`config.mk`:
```
export PLATFORM = sky130hd
export DESIGN_NAME = id3_priv_timestamp_parser
export DESIGN_NICKNAME = d
export VERILOG_FILES = /design/src/hw/rtl/id3pt_pkg.sv /design/src/hw/rtl/id3_priv_timestamp_parser.sv
export SDC_FILE = /design/constraint.sdc
export NUM_CORES = 1
export LEC_CHECK = 0
export BUFFER_PORTS_ARGS = -buffer_cell sky130_fd_sc_hd__buf_2
export CELL_PAD_IN_SITES_DETAIL_PLACEMENT = 1
export CELL_PAD_IN_SITES_GLOBAL_PLACEMENT = 1
export CORE_ASPECT_RATIO = 1.75
export CORE_MARGIN = 10
export CORE_UTILIZATION = 44
export CTS_CLUSTER_SIZE = 16
export DETAILED_ROUTE_END_ITERATION = 6
export GPL_TIMING_DRIVEN = 0
export PLACE_DENSITY = 0.74
export SLEW_MARGIN = 20
export SYNTH_ARGS = -nofsm -noshare
export SYNTH_HDL_FRONTEND = slang
export SYNTH_SLANG_ARGS = --single-unit
```
`constraint.sdc`:
```
create_clock -name clk -period 8.1 [get_ports clk]
set_input_delay 0.81 -clock clk [delete_from_list [all_inputs] [get_ports clk]]
set_output_delay 0.81 -clock clk [all_outputs]
set_load 0.01 [all_outputs]
```
`src/hw/rtl/id3pt_pkg.sv`:
```
package id3pt_pkg;

    // default header length for tag and frame headers
    localparam int HEADER_BYTES_DEFAULT = 10;

    // private frame layout
    localparam int OWNER_LEN = 44;
    localparam int PRIV_SIZE = 53;

    // result status codes
    typedef enum logic [1:0] {
        STATUS_OK     = 2'd0,
        STATUS_NO_ID3 = 2'd1,
        STATUS_FAIL   = 2'd2
    } status_t;

    // parser phase, one-hot
    typedef enum logic [3:0] {
        PH_TAG   = 4'b0001,
        PH_FRAME = 4'b0010,
        PH_PRIV  = 4'b0100,
        PH_SKIP  = 4'b1000
    } phase_t;

    typedef struct packed {
        logic [7:0] data_byte;
        logic       stream_end;
    } item_t;

    typedef struct packed {
        status_t     status;
        logic        timestamp_found;
        logic [63:0] timestamp;
        logic [7:0]  major_version;
        logic [7:0]  tag_flags;
    } result_t;

    // owner string of the timestamp frame
    localparam logic [7:0] OWNER_BYTES [0:OWNER_LEN-1] = '{
        8'h63, 8'h6f, 8'h6d, 8'h2e, 8'h61, 8'h70, 8'h70, 8'h6c, 8'h65, 8'h2e,
        8'h73, 8'h74, 8'h72, 8'h65, 8'h61, 8'h6d, 8'h69, 8'h6e, 8'h67, 8'h2e,
        8'h74, 8'h72, 8'h61, 8'h6e, 8'h73, 8'h70, 8'h6f, 8'h72, 8'h74,
        8'h53, 8'h74, 8'h72, 8'h65, 8'h61, 8'h6d,
        8'h54, 8'h69, 8'h6d, 8'h65, 8'h73, 8'h74, 8'h61, 8'h6d, 8'h70
    };

    function automatic logic [7:0] owner_byte(input logic [5:0] idx);
        logic [7:0] res;
        res = 8'h00;
        if (idx < 6'(OWNER_LEN))
        begin
            res = OWNER_BYTES[idx];
        end
        return res;
    endfunction

    // "ID3" tag magic
    function automatic logic [7:0] magic_byte(input logic [1:0] idx);
        logic [7:0] res;
        unique case (idx)
            2'd0:    res = 8'h49;
            2'd1:    res = 8'h44;
            default: res = 8'h33;
        endcase
        return res;
    endfunction

    // "PRIV" frame id
    function automatic logic [7:0] priv_byte(input logic [1:0] idx);
        logic [7:0] res;
        unique case (idx)
            2'd0:    res = 8'h50;
            2'd1:    res = 8'h52;
            2'd2:    res = 8'h49;
            default: res = 8'h56;
        endcase
        return res;
    endfunction

endpackage

```
`src/hw/rtl/id3_priv_timestamp_parser.sv`:
```
// id3 tag parser: one stream byte per cycle unless stalled, extracts the private timestamp frame
// a result is registered and shows in the cycle after the byte that ends a tag, header or stream
// throughput: one byte per cycle unless stalled; per-byte state update is one registered pass
// a result waiting under stall does not block input unless a second result is due
// reset (rst_n low, async) clears all parser state; the parser waits for a tag header
module id3_priv_timestamp_parser #(
    parameter int HEADER_BYTES = id3pt_pkg::HEADER_BYTES_DEFAULT
) (
    input  logic               clk,
    input  logic               rst_n,
    input  logic               item_valid,
    output logic               item_stall,
    input  id3pt_pkg::item_t   item,
    output logic               result_valid,
    input  logic               result_stall,
    output id3pt_pkg::result_t result
);
    import id3pt_pkg::*;

    localparam logic [5:0]  LastIdx   = 6'(HEADER_BYTES - 1);
    localparam logic [31:0] HdrLen    = 32'(HEADER_BYTES);
    localparam logic [33:0] HdrLen34  = 34'(HEADER_BYTES);
    localparam logic [5:0]  OwnerIdx  = 6'(OWNER_LEN);
    localparam logic [5:0]  PrivLast  = 6'(PRIV_SIZE - 1);
    localparam logic [31:0] PrivSize  = 32'(PRIV_SIZE);

    phase_t      phase_reg, phase_next;
    logic [5:0]  idx_reg, idx_next;
    logic [31:0] tag_rem_reg, tag_rem_next;
    logic [31:0] frame_rem_reg, frame_rem_next;
    logic        header_ok_reg, header_ok_next;
    logic        is_priv_reg, is_priv_next;
    logic        owner_match_reg, owner_match_next;
    logic [63:0] accum_reg, accum_next;
    logic [63:0] last_ts_reg, last_ts_next;
    logic        found_reg, found_next;
    logic [7:0]  version_reg, version_next;
    logic [7:0]  flags_reg, flags_next;

    logic        result_valid_reg, result_valid_next;
    result_t     result_reg, result_next;

    logic        accept;
    logic        emit;
    status_t     emit_status;
    logic        done;
    logic        done_more;
    logic [7:0]  b;
    logic [32:0] used;
    logic [33:0] used_more;

    // stall only when a second result is due behind a stalled one
    assign item_stall   = result_valid_reg && result_stall && emit;
    assign accept       = item_valid && !item_stall;
    assign result_valid = result_valid_reg;
    assign result       = result_reg;
    assign b            = item.data_byte;

    // frame length against the remaining tag count
    assign used      = {1'b0, HdrLen} + {1'b0, frame_rem_reg};
    assign used_more = HdrLen34 + {1'b0, used};

    // per-byte parser step
    always_comb
    begin
        phase_next       = phase_reg;
        idx_next         = idx_reg;
        tag_rem_next     = tag_rem_reg;
        frame_rem_next   = frame_rem_reg;
        header_ok_next   = header_ok_reg;
        is_priv_next     = is_priv_reg;
        owner_match_next = owner_match_reg;
        accum_next       = accum_reg;
        last_ts_next     = last_ts_reg;
        found_next       = found_reg;
        version_next     = version_reg;
        flags_next       = flags_reg;
        emit             = 1'b0;
        emit_status      = STATUS_OK;
        done             = 1'b0;
        done_more        = 1'b0;

        if (item.stream_end)
        begin
            emit        = 1'b1;
            emit_status = STATUS_FAIL;
        end
        else
        begin
            unique case (phase_reg)
                PH_FRAME:
                begin
                    if (idx_reg < 6'd4)
                    begin
                        if (idx_reg == 6'd0)
                        begin
                            is_priv_next   = 1'b1;
                            frame_rem_next = 32'd0;
                        end
                        if (b != priv_byte(idx_reg[1:0]))
                        begin
                            is_priv_next = 1'b0;
                        end
                    end
                    else if (idx_reg < 6'd8)
                    begin
                        frame_rem_next = {frame_rem_reg[23:0], b};
                    end
                    if (idx_reg != LastIdx)
                    begin
                        idx_next = idx_reg + 6'd1;
                    end
                    else
                    begin
                        tag_rem_next = (used >= {1'b0, tag_rem_reg}) ? 32'd0
                                     : tag_rem_reg - used[31:0];
                        idx_next     = 6'd0;
                        if (is_priv_reg && frame_rem_reg == PrivSize)
                        begin
                            phase_next       = PH_PRIV;
                            owner_match_next = 1'b1;
                            accum_next       = 64'd0;
                        end
                        else if (frame_rem_reg == 32'd0)
                        begin
                            done      = 1'b1;
                            done_more = {2'b00, tag_rem_reg} > used_more;
                        end
                        else
                        begin
                            phase_next = PH_SKIP;
                        end
                    end
                end

                PH_SKIP:
                begin
                    if (frame_rem_reg != 32'd0)
                    begin
                        frame_rem_next = frame_rem_reg - 32'd1;
                    end
                    if (frame_rem_reg <= 32'd1)
                    begin
                        done      = 1'b1;
                        done_more = tag_rem_reg > HdrLen;
                    end
                end

                PH_PRIV:
                begin
                    if (idx_reg < OwnerIdx)
                    begin
                        if (b != owner_byte(idx_reg))
                        begin
                            owner_match_next = 1'b0;
                        end
                    end
                    else if (idx_reg == OwnerIdx)
                    begin
                        if (b != 8'h00)
                        begin
                            owner_match_next = 1'b0;
                        end
                    end
                    else
                    begin
                        accum_next = {accum_reg[55:0], b};
                    end
                    if (idx_reg >= PrivLast)
                    begin
                        if (owner_match_next)
                        begin
                            last_ts_next = accum_next;
                            found_next   = 1'b1;
                        end
                        done      = 1'b1;
                        done_more = tag_rem_reg > HdrLen;
                    end
                    else
                    begin
                        idx_next = idx_reg + 6'd1;
                    end
                end

                // tag header, also taken for codes that mean nothing
                default:
                begin
                    if (idx_reg == 6'd0)
                    begin
                        header_ok_next = 1'b1;
                        tag_rem_next   = 32'd0;
                        found_next     = 1'b0;
                    end
                    if (idx_reg < 6'd3)
                    begin
                        if (b != magic_byte(idx_reg[1:0]))
                        begin
                            header_ok_next = 1'b0;
                        end
                    end
                    else if (idx_reg == 6'd3)
                    begin
                        if (header_ok_reg)
                        begin
                            version_next = b;
                        end
                    end
                    else if (idx_reg == 6'd5)
                    begin
                        if (header_ok_reg)
                        begin
                            flags_next = b;
                        end
                    end
                    else if (idx_reg >= 6'd6 && idx_reg < 6'd10)
                    begin
                        tag_rem_next = {tag_rem_reg[24:0], 7'b0} | {24'b0, b};
                    end
                    phase_next = PH_TAG;
                    if (idx_reg != LastIdx)
                    begin
                        idx_next = idx_reg + 6'd1;
                    end
                    else
                    begin
                        idx_next = 6'd0;
                        if (!header_ok_next)
                        begin
                            emit        = 1'b1;
                            emit_status = STATUS_NO_ID3;
                        end
                        else
                        begin
                            done      = 1'b1;
                            done_more = tag_rem_next > HdrLen;
                        end
                    end
                end
            endcase
        end

        // frame loop test: next frame header or end of tag
        if (done)
        begin
            idx_next = 6'd0;
            if (done_more)
            begin
                phase_next = PH_FRAME;
            end
            else
            begin
                emit        = 1'b1;
                emit_status = STATUS_OK;
            end
        end

        if (emit)
        begin
            phase_next = PH_TAG;
            idx_next   = 6'd0;
        end
    end

    // result register contents
    always_comb
    begin
        result_next.status          = emit_status;
        result_next.timestamp_found = found_next;
        result_next.timestamp       = last_ts_next;
        result_next.major_version   = version_next;
        result_next.tag_flags       = flags_next;

        result_valid_next = result_valid_reg;
        if (accept && emit)
        begin
            result_valid_next = 1'b1;
        end
        else if (!result_stall)
        begin
            result_valid_next = 1'b0;
        end
    end

    // parser state
    always_ff @(posedge clk or negedge rst_n)
    begin
        if (!rst_n)
        begin
            phase_reg        <= PH_TAG;
            idx_reg          <= 6'd0;
            tag_rem_reg      <= 32'd0;
            frame_rem_reg    <= 32'd0;
            header_ok_reg    <= 1'b1;
            is_priv_reg      <= 1'b0;
            owner_match_reg  <= 1'b1;
            accum_reg        <= 64'd0;
            last_ts_reg      <= 64'd0;
            found_reg        <= 1'b0;
            version_reg      <= 8'd0;
            flags_reg        <= 8'd0;
            result_valid_reg <= 1'b0;
        end
        else
        begin
            result_valid_reg <= result_valid_next;
            if (accept)
            begin
                phase_reg       <= phase_next;
                idx_reg         <= idx_next;
                tag_rem_reg     <= tag_rem_next;
                frame_rem_reg   <= frame_rem_next;
                header_ok_reg   <= header_ok_next;
                is_priv_reg     <= is_priv_next;
                owner_match_reg <= owner_match_next;
                accum_reg       <= accum_next;
                last_ts_reg     <= last_ts_next;
                found_reg       <= found_next;
                version_reg     <= version_next;
                flags_reg       <= flags_next;
            end
        end
    end

    // result payload
    always_ff @(posedge clk)
    begin
        if (accept && emit)
        begin
            result_reg <= result_next;
        end
    end

endmodule

```
# Word level (Yosys, flattened, before mapping)
# Memories as Yosys holds them, arrays and structs flattened.
# Cells that the tools add are included.
word_totals:
  regBits: 306
  rom_bits: 512
  input_bits: 13
  output_inout_bits: 85
  wordCells: 203
  n_memories: 1
classes:
  addsub: 5
  magnitude_cmp: 13
  n_eq_ne: 22
  muxes: 115
  bitwise_logic: 5
  reduce_logical: 24
memory_table:
  columns: ["memory", "depth", "width", "read_ports", "rd_clocked_by_memory_dff", "write_ports", "line", "text"]
  rows:
  - ["(no name shown)", 64, 8, 1, 0, 0, "id3pt_pkg.sv:52", "res = OWNER_BYTES[idx];"]
op_table:
  columns: ["cell", "count"]
  rows:
  - ["two-way mux 64 bit", 8]
  - ["two-way mux 32 bit", 13]
  - ["two-way mux 8 bit", 22]
  - ["case mux 32 bit (2 select lines)", 2]
  - ["case mux 64 bit (2 select lines)", 1]
  - ["> comparator 32 x 4 -> 1 bit, second input constant", 2]
  - ["two-way mux 1 bit", 46]
  - ["adder 4 x 33 -> 34 bit, first input constant", 1]
  - ["> comparator 32 x 34 -> 1 bit", 1]
  - ["adder 4 x 32 -> 33 bit, first input constant", 1]
  - ["greater-or-equal comparator 33 x 32 -> 1 bit", 1]
  - ["equality test 32 x 6 -> 1 bit, second input constant", 1]
  - ["less-or-equal comparator 32 x 1 -> 1 bit, second input constant", 1]
  - ["logical NOT 32 bit", 1]
  - ["bitwise OR 32 x 8 -> 32 bit", 1]
  - ["nonzero test 32 bit", 1]
  - ["subtractor 32 x 1 -> 32 bit, second input constant", 1]
  - ["subtractor 32 bit", 1]
  - ["two-way mux 6 bit", 5]
  - ["two-way mux 4 bit", 7]
  - ["inequality test 8 bit", 3]
  - ["case mux 5 bit (3 select lines)", 1]
  - ["case mux 7 bit (2 select lines)", 1]
  - ["less-than comparator 6 x 4 -> 1 bit, second input constant", 2]
  - ["other kinds (40)", 60]

# Depth between registers and ports, before layout
# Gate-level depths: netlist (run 1).
depth:
  ltp_word: 21
  ltp_mapped: 23
  depth_no_buf: 20

# Worst setup path after synthesis (run 1)
# OpenSTA, ideal clock, no wires.
synth_path:
  path_kind: "reg2reg"
  start: "register frame_rem_reg[2]"
  end: "register result_reg, in the netlist result[0] (enable)"
  setup_ps: 537
  arrival_ps: 8171
  required_ps: 7563
  slack_ps: -607
  path_stages_with_launch: 22
  cell_sequence: "dfrtp_1 clkbuf_1 a21oi_2 nor4_4 and2_0 buf_2 xnor2_1 or4b_1 nor2_1 nand3_1 nor3_1 xnor2_1 ha_1 and3_1 and3_1 and3_1 a2111oi_4 o311ai_1 a211oi_2 nor2_1 buf_2 nor2b_1"
synth_between:
  elab_chain_cells: 14
  elab_cells_between_ends: 25
  cone_classes: "add/sub (2); order compare (2); eq/ne (1); mux (14); reduce/logical (6)"
synth_lines:
  columns: ["item", "line", "text"]
  rows:
  - ["from (decl)", "id3_priv_timestamp_parser.sv:30", "logic [31:0] frame_rem_reg, frame_rem_next;"]
  - ["from (signal assigned)", "id3_priv_timestamp_parser.sv:311", "frame_rem_reg <= frame_rem_next;"]
  - ["adder 4 x 32 -> 33 bit", "id3_priv_timestamp_parser.sv:60", "assign used = {1'b0, HdrLen} + {1'b0, frame_rem_reg};"]
  - ["adder 4 x 33 -> 34 bit", "id3_priv_timestamp_parser.sv:61", "assign used_more = HdrLen34 + {1'b0, used};"]
  - ["> comparator 32 x 34 -> 1 bit", "id3_priv_timestamp_parser.sv:127", "done_more = {2'b00, tag_rem_reg} > used_more;"]
  - ["two-way mux 1 bit", "id3_priv_timestamp_parser.sv:124", "else if (frame_rem_reg == 32'd0)"]
  - ["two-way mux 1 bit", "id3_priv_timestamp_parser.sv:118", "if (is_priv_reg && frame_rem_reg == PrivSize)"]
  - ["two-way mux 1 bit", "id3_priv_timestamp_parser.sv:109", "if (idx_reg != LastIdx)"]
  - ["case mux 1 bit (3 select lines)", "id3_priv_timestamp_parser.sv:90", "unique case (phase_reg)"]
  - ["two-way mux 1 bit", "id3_priv_timestamp_parser.sv:83", "if (item.stream_end)"]
  - ["two-way mux 1 bit", "id3_priv_timestamp_parser.sv:246", "if (done_more)"]
  - ["two-way mux 1 bit (*)", "id3_priv_timestamp_parser.sv:243", "if (done)"]
  - ["logical AND 1 bit", "id3_priv_timestamp_parser.sv:53", "assign item_stall = result_valid_reg && result_stall && emit;"]
  - ["logical NOT 1 bit", "id3_priv_timestamp_parser.sv:54", "assign accept = item_valid && !item_stall;"]
  - ["logical AND 1 bit", "id3_priv_timestamp_parser.sv:54", null]
  - ["logical AND 1 bit (*)", "id3_priv_timestamp_parser.sv:327", "if (accept && emit)"]
  - ["to (signal assigned)", "id3_priv_timestamp_parser.sv:329", "result_reg <= result_next;"]
  - ["to (decl)", "id3_priv_timestamp_parser.sv:41", "result_t result_reg, result_next;"]
# Every way passes the cells marked *; elsewhere a longest branch is shown, timed or not.
# A chain may end at the register's enable or synchronous reset.

# Worst setup path in the final report (run 1)
layout_path:
  start: "register frame_rem_reg[1]"
  end: "output item_stall"
layout_between:
  elab_chain_cells: 11
  elab_cells_between_ends: 22
  cone_classes: "add/sub (2); order compare (2); eq/ne (1); mux (14); reduce/logical (3)"
layout_lines:
  columns: ["item", "line", "text"]
  rows:
  - ["adder 4 x 32 -> 33 bit", "id3_priv_timestamp_parser.sv:60", null]
  - ["adder 4 x 33 -> 34 bit", "id3_priv_timestamp_parser.sv:61", null]
  - ["> comparator 32 x 34 -> 1 bit", "id3_priv_timestamp_parser.sv:127", null]
  - ["two-way mux 1 bit", "id3_priv_timestamp_parser.sv:124", null]
  - ["two-way mux 1 bit", "id3_priv_timestamp_parser.sv:118", null]
  - ["two-way mux 1 bit", "id3_priv_timestamp_parser.sv:109", null]
  - ["case mux 1 bit (3 select lines)", "id3_priv_timestamp_parser.sv:90", null]
  - ["two-way mux 1 bit", "id3_priv_timestamp_parser.sv:83", null]
  - ["two-way mux 1 bit", "id3_priv_timestamp_parser.sv:246", null]
  - ["two-way mux 1 bit (*)", "id3_priv_timestamp_parser.sv:243", null]
  - ["logical AND 1 bit (*)", "id3_priv_timestamp_parser.sv:53", null]
  - ["to (decl)", "id3_priv_timestamp_parser.sv:12", "output logic item_stall,"]
# Marks and branches as above.

==> run_results.csv, run 1 <==
group,metric,value,unit
synthesis,synth-edff-count,83,
synthesis,async_reset_ff_share,72.88,%
clocking,cts_made_buffers,31,
synthesis,synthTopCellsByArea,"dfrtp_1, edfxtp_1, ha_1",
power,ir_drop,0.1729,mV
die,row_count,102,
global_routing,grt_pass1_wl,114000,um
power,cellLeakagePower,10.36,nW
sta,rsz0062_at_grt,"no",
synthesis,synth.most_common_cell,"dfrtp_1",
sta,finalSetupViolCount,0,
sta,worst_slew_pin_slew,1166,ps
die,coreArea,44410,um^2
synthesis,synthFlopType,"dfrtp_1",
setup_path,cp.buffers_inverters,1,
setup_path,cp-start-kind,"register",
setup_path,crit_family,"simple AND/OR/NAND/NOR gates",
placement,port_buffers,95,
global_routing,grt_pass1_vias,18861,
synthesis,yosys_warnings,0,
clocking,hold_buffers,0,
synthesis,synth_commonest_cells,"dfrtp_1, a21oi_1, nor2_1, nor3_1, ha_1",
routing,vias_per_cell,6.287,
global_routing,use_met1,25.75,%
setup_path,critPathMaxFanout,8,
cells_and_area,largest_register_ffs,83,
clocking,clk_latency,610,ps
die,die_x,180.5,um
cells_and_area,antenna_cells,0,
synthesis,ys_ff_latch,306,
clocking,clockBufferDepth,3,
synthesis,synth_area,19840,um^2
global_routing,track_usage,26.67,%
global_routing,met3_usage,3.343,%
routing,antenna_left,0,
clocking,cts_tree,"done",
cells_and_area,layout.nets,2334,
setup_path,endpoint_kind,"output pin",
clocking,root_buffer,"clkbuf_16",
clocking,cts_max_level,1,
die,die-area,54320,um^2
synthesis,synth_top_area_share,27.75,%
sta,finalHoldWorstSlack,109.5,ps
synthesis,ys_seq_area_share,40.71,%
power,p_per_area,173.0,nW/um^2
synthesis,syn_inst,2079,
sta,relSlewSlack,22.01,%
synthesis,synth_top_area_cell,"dfrtp_1",
global_routing,antenna_found_initial,0,
setup_path,critPathRequiredTime,7290,ps
sta,hold_viol,0,
sta,finClkSkew,23.82,ps
routing,firstDrtPassIters,5,
sta,fmax,126.9,MHz
die,fp.dieH,300.9,um
setup_path,arrival,7070,ps
routing,avgRoutedWirePerCell,26.68,um
global_routing,grt_max_degree,96,
clocking,path_clk_slew,70,ps
setup_path,critPathKind,"register to output pin",
hold_path,min_path_type,"input pin to asynchronous set/reset pin",
sta,slew_violations,0,
die,num_io_pins,98,
synthesis,syn_area_per_cell,9.543,um^2
setup_path,cp_slowest_cell,"dfrtp_1",
placement,dp_hpwl,57160,um
job,cap_violations,0,
clocking,cts.sinks,306,
global_routing,grt_use_met2,51.35,%
routing,via_count,17672,
routing,drt_iter0_markers,1265,
placement,dp_slack,115.1,ps
setup_path,slowest_delay,660,ps
setup_path,crit_chain,"ha_1 -> nor2_1 -> or4_1 -> xnor2_1 -> nand2_1 -> nor3b_2 -> nand2_1 -> nor3_1 -> xnor2_1 -> ha_1 -> nand3_1 -> nor3_2 -> and3_1 -> a2111oi_4 -> a21oi_1 -> a21oi_1 -> o21ai_0 -> nor2b_1 -> buf_2",
global_routing,grt-busiest-layer,"met2",
status,status,"complete, no violations",
sta,setup_slack,217.8,ps
sta,setup_tns,0,ps
cells_and_area,fill_cells,5167,
placement,routabilityCongestion,0.9858,
synthesis,syn_nets,2199,
cells_and_area,area_growth,12.29,%
sta,finalCritPeriodShare,97.31,%
routing,drc,0,
sta,min_period,7882,ps
global_routing,grt-ovfl-total,0,
routing,wirelength,74990,um
synthesis,yosysUniqueCellTypes,89,
cells_and_area,drive_gt1_share,13.18,%
die,start_util,44.67,%
final cells by class:
type                       instances  area (um^2)  area share [%]
multi-input combinational       1537        10790           48.45
sequential                       306         8077           36.25
clock buffer                      41        854.6           3.836
tap                              572        715.7           3.213
buffer                           146        676.9           3.038
timing repair buffer             102        625.6           2.808
inverter                          90        337.8           1.516
clock inverter                    17        196.4          0.8818
metal layers:
metal	routed length [um]	vias to the layer above
met5	0	-
met3	2910	233
met2	40470	506
met4	5653	0
met1	25960	8988
li1	-	7945
power by group:
part           total (W)  leakage, nW  switching [W]  internal (W)
registers        0.00172         3.86      0.0000507       0.00167
clock network    0.00153        0.508       0.000679      0.000848
logic           0.000607         5.99       0.000393      0.000214
path summary, 6_finish.rpt:
path | startpoint | end | slack (ps) | cells after the start
max in group asynchronous | rst_n | frame_rem_reg[21]$_DFFE_PN0P_ | 7090 | 2
min reg2reg | last_ts_reg[56]$_DFFE_PN0N_ | last_ts_reg[56]$_DFFE_PN0N_ | 480 | 1
max reg2reg | frame_rem_reg[1]$_DFFE_PN0P_ | result[29]$_DFFE_PP_ | 430 | 21
min | rst_n | last_ts_reg[24]$_DFFE_PN0N_ | 110 | 1
min in group clk | result_stall | result_valid$_DFFE_PN0P_ | 430 | 2
max | frame_rem_reg[1]$_DFFE_PN0P_ | item_stall | 220 | 19
kinds of logic after synthesis:
family | count (synthesis) | synth area share, %
AOI/OAI and AO/OA | 630 | 20.78
and+or+nand+nor | 576 | 14.80
DFF | 306 | 40.71
buffers and inverters | 236 | 5.115
muxes | 133 | 7.751
adders and majority gates | 107 | 6.824
xor gates and xnor gates | 91 | 4.017
cell usage in the layout (no fill, tap or decap), types with 87 or more instances in the layout:
cell type / instances
inv_1: 89
o21ai_0: 96
a21o_1: 87
nor3_1: 130
dfrtp_1: 220
buf_2: 123
ha_1: 105
clkbuf_1: 106
a21oi_1: 200
nor2_1: 157
worst register-to-register path: cells and delay by family (launching register included):
family	cells	cell delay (ps)
and+or+nand+nor	11	3560
AOI/OAI and AO/OA	3	870
xor gates and xnor gates	2	840
buffers and inverters	3	790
DFF	1	660
adders and majority gates	2	620
through the flow:
stage / utilization, % / cells / power (W) / area [um^2]
after floorplan: - / 2079 / 0.002104 / 19840
after global placement: 47.36 / 2746 / 0.002318 / 21030
after detailed placement: 47.77 / 2753 / 0.002350 / 21220
after CTS: 50.15 / 2811 / 0.003867 / 22270
after global routing: 50.16 / 2811 / 0.003995 / 22280
final: 50.16 / 2811 / 0.003855 / 22280
timing repair:
item	in CTS	in global routing
resized for setup	1	1
pin swaps	0	0
endpoints found under the setup margin	1	1
setup buffers	0	0
Note: power is estimated with default switching activity, not from simulation.
==> run 2: changes to the inputs <==
Settings changed: ABC_AREA from default to 1, CORE_UTILIZATION 44 to 42, PLACE_DENSITY 0.74 to 0.75.
==> run_results.csv, run 2 <==
group,metric,value,unit
status,status,"complete, no violations",
sta,finClkSkew,34.68,ps
sta,rsz0062_at_grt,"no",
placement,dp_hpwl,67920,um
routing,drc,0,
cells_and_area,largest_register_ffs,83,
clocking,clk_latency,610,ps
synthesis,synth_area,21060,um^2
routing,antenna_left,0,
synthesis,async_reset_ff_share,72.88,%
cells_and_area,final_common_cell,"nand2_1",
synthesis,ys_ff_latch,306,
die,row_count,108,
clocking,cts_made_buffers,31,
global_routing,antenna_found_initial,0,
sta,relSlewSlack,38.94,%
routing,via_count,21087,
synthesis,syn_area_per_cell,7.075,um^2
synthesis,ys_seq_area_share,38.35,%
sta,min_period,7398,ps
synthesis,synth_commonest_cells,"nand2_1, nor2_1, inv_1, dfrtp_1, nand3_1",
placement,routabilityCongestion,0.9938,
clocking,cts_max_level,1,
cells_and_area,final_cell_mix,"nand2_1, nor2_1, inv_1, dfrtp_1, nand3_1",
power,p_per_area,171.4,nW/um^2
power,cellLeakagePower,11.78,nW
clocking,cts_tree,"done",
cells_and_area,drive_gt1_share,8.078,%
clocking,root_buffer,"clkbuf_16",
global_routing,grt_pass1_wl,130000,um
sta,setup_tns,0,ps
global_routing,track_usage,27.81,%
sta,worst_slew_pin_slew,912.8,ps
placement,port_buffers,94,
routing,wirelength,85000,um
cells_and_area,layout.nets,3227,
sta,finalCritPeriodShare,91.34,%
die,start_util,42.47,%
die,num_io_pins,98,
power,ir_drop,0.1616,mV
synthesis,synthTopCellsByArea,"dfrtp_1, nand2_1, edfxtp_1",
routing,vias_per_cell,5.561,
cells_and_area,area_growth,11.63,%
sta,finalHoldWorstSlack,130.9,ps
setup_path,slowest_delay,630,ps
routing,firstDrtPassIters,5,
setup_path,critPathKind,"register to register",
clocking,cts_resized,0,
cells_and_area,antenna_cells,0,
setup_path,critPathMaxFanout,57,
die,fp.dieH,316.2,um
cells_and_area,final_util,47.41,%
die,coreArea,49590,um^2
synthesis,synthFlopType,"dfrtp_1",
clocking,cts_setup_buffers,0,
setup_path,critPathRequiredTime,8350,ps
power,p_total,0.004031,W
die,die-area,59860,um^2
clocking,path_clk_slew,70,ps
synthesis,syn_inst,2977,
clocking,clockBufferDepth,3,
setup_path,endpoint_kind,"register",
setup_path,arrival,7640,ps
global_routing,grt-ovfl-total,0,
synthesis,syn_nets,3097,
sta,fmax,135.2,MHz
hold_path,min_path_type,"input pin to asynchronous set/reset pin",
sta,slew_violations,0,
setup_path,cp_slowest_cell,"dfrtp_1",
job,cap_violations,0,
die,die_x,189.3,um
synthesis,synth_top_area_share,26.14,%
sta,hold_viol,0,
synthesis,synth_top_area_cell,"dfrtp_1",
global_routing,grt_pass1_vias,22830,
synthesis,synth-edff-count,83,
routing,avgRoutedWirePerCell,22.41,um
sta,finalSetupViolCount,0,
synthesis,synth.most_common_cell,"nand2_1",
clocking,hold_buffers,0,
synthesis,yosysUniqueCellTypes,57,
global_routing,grt_max_degree,92,
setup_path,cp-start-kind,"register",
routing,drt_iter0_markers,994,
synthesis,yosys_warnings,0,
setup_path,crit_top_cell,"nand2_1",
clocking,cts.sinks,306,
-- run 2: cell types whose count changed after synthesis, sizes merged, moves of 86 or more --
cell | before | now
a21o | 87 | 1
inv | 89 | 284
nand2 | 74 | 983
nand3 | 47 | 220
nor2 | 158 | 301
nor3 | 134 | 33
o21ai | 101 | 219
-- run 2: where the power goes --
part	leakage [nW]	switching, W	internal, W
Clock	0.508	0.000670	0.000863
Sequential	3.88	0.0000454	0.00165
Combinational	7.39	0.000575	0.000228
-- run 2: final timing paths --
| path | slack [ps] | cells past startpoint | start | endpoint |
|---|---|---|---|---|
| max in group asynchronous | 6630 | 3 | rst_n | frame_rem_reg[25]$_DFFE_PN0P_ |
| worst max-delay path | 700 | 32 | frame_rem_reg[1]$_DFFE_PN0P_ | result[73]$_DFFE_PP_ |
| worst max register to register | 700 | 32 | frame_rem_reg[1]$_DFFE_PN0P_ | result[73]$_DFFE_PP_ |
| worst min-delay path | 130 | 1 | rst_n | last_ts_reg[48]$_DFFE_PN0N_ |
| worst min register to register | 470 | 2 | accum_reg[32]$_DFFE_PN0P_ | accum_reg[32]$_DFFE_PN0P_ |
| min in group clk | 450 | 3 | result_stall | result_valid$_DFFE_PN0P_ |
-- run 2: critical path: cells and delay by family, from the launching register on --
family,cells,cell delay (ps)
AND/OR/NAND/NOR,22,3430
AO/OA/AOI/OAI,1,150
XOR/XNOR,1,200
buffers and inverters,6,1660
flip-flops,1,630
adder cells (fa/ha/maj),2,810
-- run 2: cell type report --
cell class | count | area, um^2
inverter | 284 | 1069
buffer | 139 | 703.2
clock buffer | 40 | 839.6
multi-input combinational | 2248 | 11220
clock inverter | 18 | 212.7
sequential | 306 | 8077
tap | 660 | 825.8
timing repair buffer | 97 | 563.0
fill | 6550 | 26080
-- run 2: stage by stage --
step / setup slack (ps) / cells / cell area, um^2
CTS: 716.4 / 3792 / 23510
finish: 701.8 / 3792 / 23510
global route: 323.9 / 3792 / 23510
detailed placement: 780.3 / 3734 / 22460
floorplan: 2773 / 2977 / 21060
global placement: 228.1 / 3731 / 22360
-- run 2: layer usage --
metal | vias to the layer above | wire length (um) | global-route usage, %
li1 | 9917 | - | -
met1 | 10386 | 29060 | 25.76
met2 | 499 | 46950 | 55.23
met3 | 285 | 2371 | 2.420
met4 | 0 | 6615 | 20.00
met5 | - | 0 | 0
-- run 2: cell families after synthesis --
| kind of cell | count (synthesis) | synth area share [%] |
|---|---|---|
| AO/OA/AOI/OAI | 442 | 11.54 |
| XOR/XNOR | 94 | 3.945 |
| adder cells (fa/ha/maj) | 107 | 6.428 |
| buffers and inverters | 423 | 8.400 |
| flip-flops | 306 | 38.35 |
| multiplexers | 1 | 0.04753 |
| AND/OR/NAND/NOR | 1604 | 31.29 |
